## src/rtl/nrrd_pkg.sv

```systemverilog
// ----------------------------------------------------------------------------
// Newton-Raphson reciprocal divider package
// Shared constants and the payload types passed between pipeline sections.
// ----------------------------------------------------------------------------
package nrrd_pkg;

    localparam logic [16:0] QUOT_MAX    = 17'h1ffff;
    localparam int          SEED_DEPTH  = 257;
    localparam int          SEED_BASE   = 32'h101;
    localparam int          SEED_ONE    = 32'h40000;
    localparam int          SEED_OFFSET = 32'h100;

    typedef struct packed {
        logic        ovf;
        logic [16:0] num;
        logic [15:0] divisor;
    } nrrd_norm_t;

    typedef struct packed {
        logic        ovf;
        logic [16:0] num;
        logic [23:0] recip;
    } nrrd_recip_t;

endpackage

```

## src/rtl/nrrd_norm.sv

```systemverilog
// ----------------------------------------------------------------------------
// Operand normalisation
// Detects overflow and shifts both operands left until the divisor's top bit
// is set, using a four-step binary shifter.
// ----------------------------------------------------------------------------
module nrrd_norm
    import nrrd_pkg::*;
(
    input  logic        clk,
    input  logic        rst_n,
    input  logic        in_valid,
    input  logic [15:0] numerator,
    input  logic [15:0] denominator,
    output logic        out_valid,
    output nrrd_norm_t  out_word
);

    logic       valid_reg;
    nrrd_norm_t word_reg;
    nrrd_norm_t word_next;

    logic [15:0] den0, den1, den2, den3, den4;
    logic [16:0] num0, num1, num2, num3, num4;

    always_comb
    begin
        den0 = denominator;
        num0 = {1'b0, numerator};
        den1 = (den0[15:8] == 8'd0) ? {den0[7:0], 8'd0} : den0;
        num1 = (den0[15:8] == 8'd0) ? {num0[8:0], 8'd0} : num0;
        den2 = (den1[15:12] == 4'd0) ? {den1[11:0], 4'd0} : den1;
        num2 = (den1[15:12] == 4'd0) ? {num1[12:0], 4'd0} : num1;
        den3 = (den2[15:14] == 2'd0) ? {den2[13:0], 2'd0} : den2;
        num3 = (den2[15:14] == 2'd0) ? {num2[14:0], 2'd0} : num2;
        den4 = (den3[15] == 1'b0) ? {den3[14:0], 1'b0} : den3;
        num4 = (den3[15] == 1'b0) ? {num3[15:0], 1'b0} : num3;

        word_next.ovf     = ({denominator, 1'b0} <= {1'b0, numerator});
        word_next.num     = num4;
        word_next.divisor = den4 | 16'h8000;
    end

    always_ff @(posedge clk or negedge rst_n)
    begin
        if (!rst_n)
        begin
            valid_reg <= 1'b0;
        end
        else
        begin
            valid_reg <= in_valid;
        end
    end

    always_ff @(posedge clk)
    begin
        word_reg <= word_next;
    end

    assign out_valid = valid_reg;
    assign out_word  = word_reg;

endmodule

```

## src/rtl/nrrd_refine.sv

```systemverilog
// ----------------------------------------------------------------------------
// Reciprocal seed and refinement
// Looks up the reciprocal seed, then performs one Newton-Raphson step over
// three register stages, one multiplication in each but the seed stage.
// ----------------------------------------------------------------------------
module nrrd_refine
    import nrrd_pkg::*;
(
    input  logic        clk,
    input  logic        rst_n,
    input  logic        in_valid,
    input  nrrd_norm_t  in_word,
    output logic        out_valid,
    output nrrd_recip_t out_word
);

    logic [7:0] seed_tab [SEED_DEPTH];

    for (genvar g = 0; g < SEED_DEPTH; g++)
    begin : g_seed
        localparam int SEED = ((SEED_ONE / (g + SEED_OFFSET)) + 1) / 2 - SEED_BASE;
        assign seed_tab[g] = (SEED < 0) ? 8'd0 : SEED[7:0];
    end

    // Seed stage.
    logic        s2_valid_reg;
    logic        s2_ovf_reg;
    logic [16:0] s2_num_reg;
    logic [15:0] s2_div_reg;
    logic [9:0]  s2_x_reg;
    logic [9:0]  s2_x_next;
    logic [15:0] idx_sum;
    logic [8:0]  idx;

    always_comb
    begin
        idx_sum   = {1'b0, in_word.divisor[14:0]} + 16'h0040;
        idx       = idx_sum[15:7];
        s2_x_next = 10'(SEED_BASE) + {2'b00, seed_tab[idx]};
    end

    // Correction stage.
    logic               s3_valid_reg;
    logic               s3_ovf_reg;
    logic [16:0]        s3_num_reg;
    logic [9:0]         s3_x_reg;
    logic signed [19:0] s3_e_reg;
    logic signed [19:0] s3_e_next;
    logic [25:0]        dx_prod;
    logic signed [26:0] corr;
    logic signed [26:0] corr_sh;

    always_comb
    begin
        dx_prod   = s2_div_reg * {6'd0, s2_x_reg};
        corr      = 27'sd128 - $signed({1'b0, dx_prod});
        corr_sh   = corr >>> 8;
        s3_e_next = $signed(corr_sh[19:0]) + 20'sd131072;
    end

    // Reciprocal stage.
    logic               s4_valid_reg;
    nrrd_recip_t        s4_word_reg;
    nrrd_recip_t        s4_word_next;
    logic signed [30:0] xe_prod;
    logic signed [31:0] xe_round;

    always_comb
    begin
        xe_prod  = $signed({1'b0, s3_x_reg}) * s3_e_reg;
        xe_round = $signed({xe_prod[30], xe_prod}) + 32'sd128;

        s4_word_next.ovf   = s3_ovf_reg;
        s4_word_next.num   = s3_num_reg;
        s4_word_next.recip = xe_round[31:8];
    end

    always_ff @(posedge clk or negedge rst_n)
    begin
        if (!rst_n)
        begin
            s2_valid_reg <= 1'b0;
            s3_valid_reg <= 1'b0;
            s4_valid_reg <= 1'b0;
        end
        else
        begin
            s2_valid_reg <= in_valid;
            s3_valid_reg <= s2_valid_reg;
            s4_valid_reg <= s3_valid_reg;
        end
    end

    always_ff @(posedge clk)
    begin
        s2_ovf_reg  <= in_word.ovf;
        s2_num_reg  <= in_word.num;
        s2_div_reg  <= in_word.divisor;
        s2_x_reg    <= s2_x_next;
        s3_ovf_reg  <= s2_ovf_reg;
        s3_num_reg  <= s2_num_reg;
        s3_x_reg    <= s2_x_reg;
        s3_e_reg    <= s3_e_next;
        s4_word_reg <= s4_word_next;
    end

    assign out_valid = s4_valid_reg;
    assign out_word  = s4_word_reg;

endmodule

```

## src/rtl/nrrd_mult.sv

```systemverilog
// ----------------------------------------------------------------------------
// Quotient multiplier
// Multiplies the normalised numerator by the reciprocal, then rounds and
// clamps the product into the registered result word.
// ----------------------------------------------------------------------------
module nrrd_mult
    import nrrd_pkg::*;
(
    input  logic        clk,
    input  logic        rst_n,
    input  logic        in_valid,
    input  nrrd_recip_t in_word,
    output logic        done,
    output logic [16:0] quotient,
    output logic        overflow
);

    logic        s5_valid_reg;
    logic        s5_ovf_reg;
    logic [40:0] s5_prod_reg;
    logic [40:0] s5_prod_next;

    logic        done_reg;
    logic [16:0] quot_reg;
    logic [16:0] quot_next;
    logic        ovf_reg;
    logic [41:0] rounded;
    logic [25:0] scaled;

    always_comb
    begin
        s5_prod_next = {24'd0, in_word.num} * {17'd0, in_word.recip};
    end

    always_comb
    begin
        rounded = {1'b0, s5_prod_reg} + 42'h8000;
        scaled  = rounded[41:16];
        if (s5_ovf_reg || (scaled > {9'd0, QUOT_MAX}))
        begin
            quot_next = QUOT_MAX;
        end
        else
        begin
            quot_next = scaled[16:0];
        end
    end

    always_ff @(posedge clk or negedge rst_n)
    begin
        if (!rst_n)
        begin
            s5_valid_reg <= 1'b0;
            done_reg     <= 1'b0;
        end
        else
        begin
            s5_valid_reg <= in_valid;
            done_reg     <= s5_valid_reg;
        end
    end

    always_ff @(posedge clk)
    begin
        s5_ovf_reg  <= in_word.ovf;
        s5_prod_reg <= s5_prod_next;
        quot_reg    <= quot_next;
        ovf_reg     <= s5_ovf_reg;
    end

    assign done     = done_reg;
    assign quotient = quot_reg;
    assign overflow = ovf_reg;

endmodule

```

## src/rtl/newton_raphson_reciprocal_divider_top.sv

```systemverilog
// A word accepted with start passes the normalisation, seed, correction,
// reciprocal, product and result registers and is then on the result ports, marked by done.
// Throughput: one word per cycle; busy is always low as every stage advances
// each cycle and the result side never stalls.
// Reset: rst_n clears only the stage valid bits, so no result is signalled
// until a new word has travelled the six pipeline stages.
// ----------------------------------------------------------------------------
// Newton-Raphson reciprocal divider
// Six-stage pipeline: normalisation, seed lookup, correction, reciprocal,
// quotient product and rounding with clamp.
// ----------------------------------------------------------------------------
module newton_raphson_reciprocal_divider_top
    import nrrd_pkg::*;
(
    input  logic        clk,
    input  logic        rst_n,
    input  logic        start,
    output logic        busy,
    input  logic [15:0] numerator,
    input  logic [15:0] denominator,
    output logic        done,
    output logic [16:0] quotient,
    output logic        overflow
);

    logic        norm_valid;
    nrrd_norm_t  norm_word;
    logic        recip_valid;
    nrrd_recip_t recip_word;
    logic        accept;

    assign busy   = 1'b0;
    assign accept = start && !busy;

    nrrd_norm u_norm (
        .clk         (clk),
        .rst_n       (rst_n),
        .in_valid    (accept),
        .numerator   (numerator),
        .denominator (denominator),
        .out_valid   (norm_valid),
        .out_word    (norm_word)
    );

    nrrd_refine u_refine (
        .clk       (clk),
        .rst_n     (rst_n),
        .in_valid  (norm_valid),
        .in_word   (norm_word),
        .out_valid (recip_valid),
        .out_word  (recip_word)
    );

    nrrd_mult u_mult (
        .clk      (clk),
        .rst_n    (rst_n),
        .in_valid (recip_valid),
        .in_word  (recip_word),
        .done     (done),
        .quotient (quotient),
        .overflow (overflow)
    );

    a_accept_gives_result : assert property (@(posedge clk) disable iff (!rst_n)
        accept |-> ##6 done)
        else $error("accepted word did not produce a result");

    a_no_spurious_result : assert property (@(posedge clk) disable iff (!rst_n)
        !accept |-> ##6 !done)
        else $error("result produced without an accepted word");

    a_zero_divisor_overflows : assert property (@(posedge clk) disable iff (!rst_n)
        (accept && (denominator == 16'd0)) |-> ##6 (done && overflow))
        else $error("zero divisor did not flag overflow");

    a_overflow_saturates : assert property (@(posedge clk) disable iff (!rst_n)
        (done && overflow) |-> (quotient == QUOT_MAX))
        else $error("overflow result is not saturated");

endmodule

```

## config.mk

```make
export PLATFORM = sky130hd
export DESIGN_NAME = newton_raphson_reciprocal_divider_top
export DESIGN_NICKNAME = d
export VERILOG_FILES = /design/src/rtl/nrrd_pkg.sv /design/src/rtl/nrrd_norm.sv /design/src/rtl/nrrd_refine.sv /design/src/rtl/nrrd_mult.sv /design/src/rtl/newton_raphson_reciprocal_divider_top.sv
export SDC_FILE = /design/constraint.sdc
export NUM_CORES = 2
export LEC_CHECK = 0
export ABC_AREA = 1
export ABC_CLOCK_PERIOD_IN_PS = 10250
export BUFFER_PORTS_ARGS = -buffer_cell sky130_fd_sc_hd__buf_4
export CAP_MARGIN = 15
export CORE_ASPECT_RATIO = 1.4
export CORE_MARGIN = 5
export CORE_UTILIZATION = 28
export DETAILED_ROUTE_END_ITERATION = 10
export PLACE_DENSITY = 0.48
export SETUP_SLACK_MARGIN = 0.05
export SYNTH_ARGS = -nofsm -noshare
export SYNTH_HDL_FRONTEND = slang
export SYNTH_HIERARCHICAL = 1
export SYNTH_SLANG_ARGS = --single-unit
```

## constraint.sdc

```tcl
create_clock -name clk -period 10.25 [get_ports clk]
set_input_delay 1.025 -clock clk [delete_from_list [all_inputs] [get_ports clk]]
set_output_delay 1.025 -clock clk [all_outputs]
set_load 0.1 [all_outputs]
```

==> impl_results.md <==
- Avg Vias per Cell: 4.409
- Number of global-route vias before repair: 31869
- Post-Syn Area: 36980 um^2
- Worst-path clk slew: 70 ps
- Slowest cell on crit path: dfxtp_1
- Total grt overflow: 0
- Clock Path Buffers: 3
- Core Area: 131000 um^2
- Fin Hold WS: 188.9 ps
- Met2 global-route usage: 29.69%
- CTS resizes: 0
- Final wirelength: 103400 um
- GRT Total Usage: 14.99%
- H-tree depth: 1
- Top-level I/O count: 55
- FP Rows: 157
- Synth unique cells: 53
- WS Path Type: reg -> reg
- Share of cells above drive strength 1: 3.990%
- Warnings from Yosys: 6
- Number of synthesized flops with an enable pin: 0
- Finished Cell Area: 39880 um^2
- Reg2Reg Depth: 21
- FF-to-FF Start: u_refine/out_word[31]
- Worst clock skew: 21.27 ps
- WL/cell: 15.41 um
- Cells taking the most area after synthesis: fa_1, nand2_1, inv_1
- Period minus WS final: 6418 ps
- WP data required: 10820 ps
- Cell chain of the critical path: nand2_1 -> fa_1 -> inv_1 -> fa_1 -> inv_1 -> fa_1 -> inv_1 -> fa_1 -> fa_1 -> inv_1 -> fa_1 -> inv_1 -> ha_1 -> nand2_1 -> nor2_1 -> inv_1 -> nor3_1 -> nand4_1 -> nand3_1 -> nand2_1 -> nand2_1
- Die height: 440.0 um
- Status: finished, final reports clean
- Vias: 29591
- Post-synth top area cell: fa_1
- CP max stage delay: 1050 ps
- Fin. max-slew vios: 0
- DIE WIDTH: 317.1 um
- Post-synth top area share: 33.68%
- Die ar.: 139500 um^2
- Antenna violations before repair: 0
- Gpl congestion: 0.8954
- Syn Nets: 5990
- Top FF cell, synth: dfxtp_1
- HP Class: in -> async
- Setup violators final: 0
- Post-synth ARST share: 2.752%
- Worst-Skew Late Latency: 620 ps
- Largest net degree at the start of global routing: 52
- CTS Hold Buffers Added: 0
- Routed Antenna Nets: 0
- Post-CTS Setup Bufs: 0
- Fmax: 0.1558 GHz
- Starting density of the core: 28.22%
- Synthesized flop and latch total: 218
- Worst Setup SP: u_refine/out_word[31]
- Dpl cell area: 38770 um^2
- DRC: 0
- # diodes: 0
- Worst-margin pin slew: 1157 ps
- Final hold violations: 0
- Crit end category: flip-flop
- Setup TNS: 0 ps
- Hpwl dp: 83750 um
- Top-count cell post-synth: nand2_1
- Syn Area/Cell: 7.338 um^2
- Global routing's busiest layer: met2
- Clock sinks: 218
- Synth Instances: 5039
- Final cycle utilization of the critical path: 62.61%
- CTS Buf Count: 31
- Initial DRC Count: 1339
- Critical Path AT: 6980 ps
- RSZ-0062 raised after global routing: no
- CTS tree: built
- Max-cap violations: 0
- Syn-to-layout area delta: 7.864%
- Largest register FFs: 42
- List of most frequent post-synthesis cells: nand2_1, inv_1, fa_1
- Startpoint Class: flip-flop
- TritonRoute pass-1 iters: 5
- First-pass GRT wire length: 168300 um
- Number of port buffers: 53
- Worst-path maximum fanout: 24
- Worst relative slew slack: 22.74%
- Sequential share of the synthesized area: 11.88%
- CTS Root Cell: clkbuf_16
- Nets: 5888
- Met1 Usage GRT: 16.54%
- Met3 Usage GRT: 1.284%
placed cells by master (no fill, tap or decap), types with 49 or more instances in the layout:
| cell type | synthesis | layout |
|---|---|---|
| a21oi_1 | 124 | 124 |
| buf_4 | 13 | 68 |
| dfxtp_1 | 212 | 212 |
| fa_1 | 622 | 622 |
| ha_1 | 294 | 294 |
| inv_1 | 1334 | 1334 |
| nand2_1 | 1477 | 1477 |
| nand3_1 | 169 | 169 |
| nand4_1 | 49 | 49 |
| nor2_1 | 177 | 177 |
| o21ai_0 | 82 | 82 |
| xor2_1 | 52 | 52 |
worst max-delay path, delay by kind of cell, from the launching register on:
kind / cells / cell delay, ps
AND/OR/NAND/NOR: 8 / 1400
flip-flops: 1 / 1050
adder cells (fa/ha/maj): 7 / 3550
buffers and inverters: 6 / 360
layer usage:
metal / up-vias / part of all wire (%) / wire (um)
li1: 14403 / - / -
met3: 190 / 2.9 / 2970
met2: 529 / 55 / 56650
met5: - / 0 / 0
met1: 14469 / 38 / 39730
met4: 0 / 4.0 / 4090
cells by family after synthesis:
logic type | Yosys count | share of synthesized area (%)
adders and majority gates | 916 | 43.62
other | 2 | 0.02031
and+or+nand+nor | 1963 | 21.78
AOI/OAI and AO/OA | 305 | 4.544
xor gates and xnor gates | 85 | 2.034
DFF | 218 | 11.88
buffers and inverters | 1550 | 16.11
stage by stage:
stage          setup WS (ps)  utilization [%]  std cells
2_1_floorplan           4742                -       5039
3_3_place_gp            3765            29.59       6651
3_5_place_dp            3819            29.59       6651
4_1_cts                 3786            30.42       6709
5_1_grt                 3474            30.44       6711
6_report                3832            30.44       6711
worst paths after layout:
kind                                           to  slack (ps)
max reg2reg                u_mult/s5_prod_reg[40]        3830
min                            u_refine/out_valid         190
min reg2reg                     u_mult/s5_ovf_reg         320
max in group asynchronous        u_norm/out_valid        9940
min in group clk                u_mult/s5_ovf_reg         320
max                        u_mult/s5_prod_reg[40]        3830
cell type report:
type | count | area (um^2)
clock buffer | 33 | 803.3
clock inverter | 25 | 279.0
fill | 14424 | 91140
inverter | 1345 | 5054
multi-input combinational | 3271 | 26630
sequential | 218 | 4394
tap | 1749 | 2188
timing repair buffer | 70 | 540.5
Power is left out: the tool's default activity adds up to more than one toggle a clock period on the data nets, which glitch-free logic cannot reach.
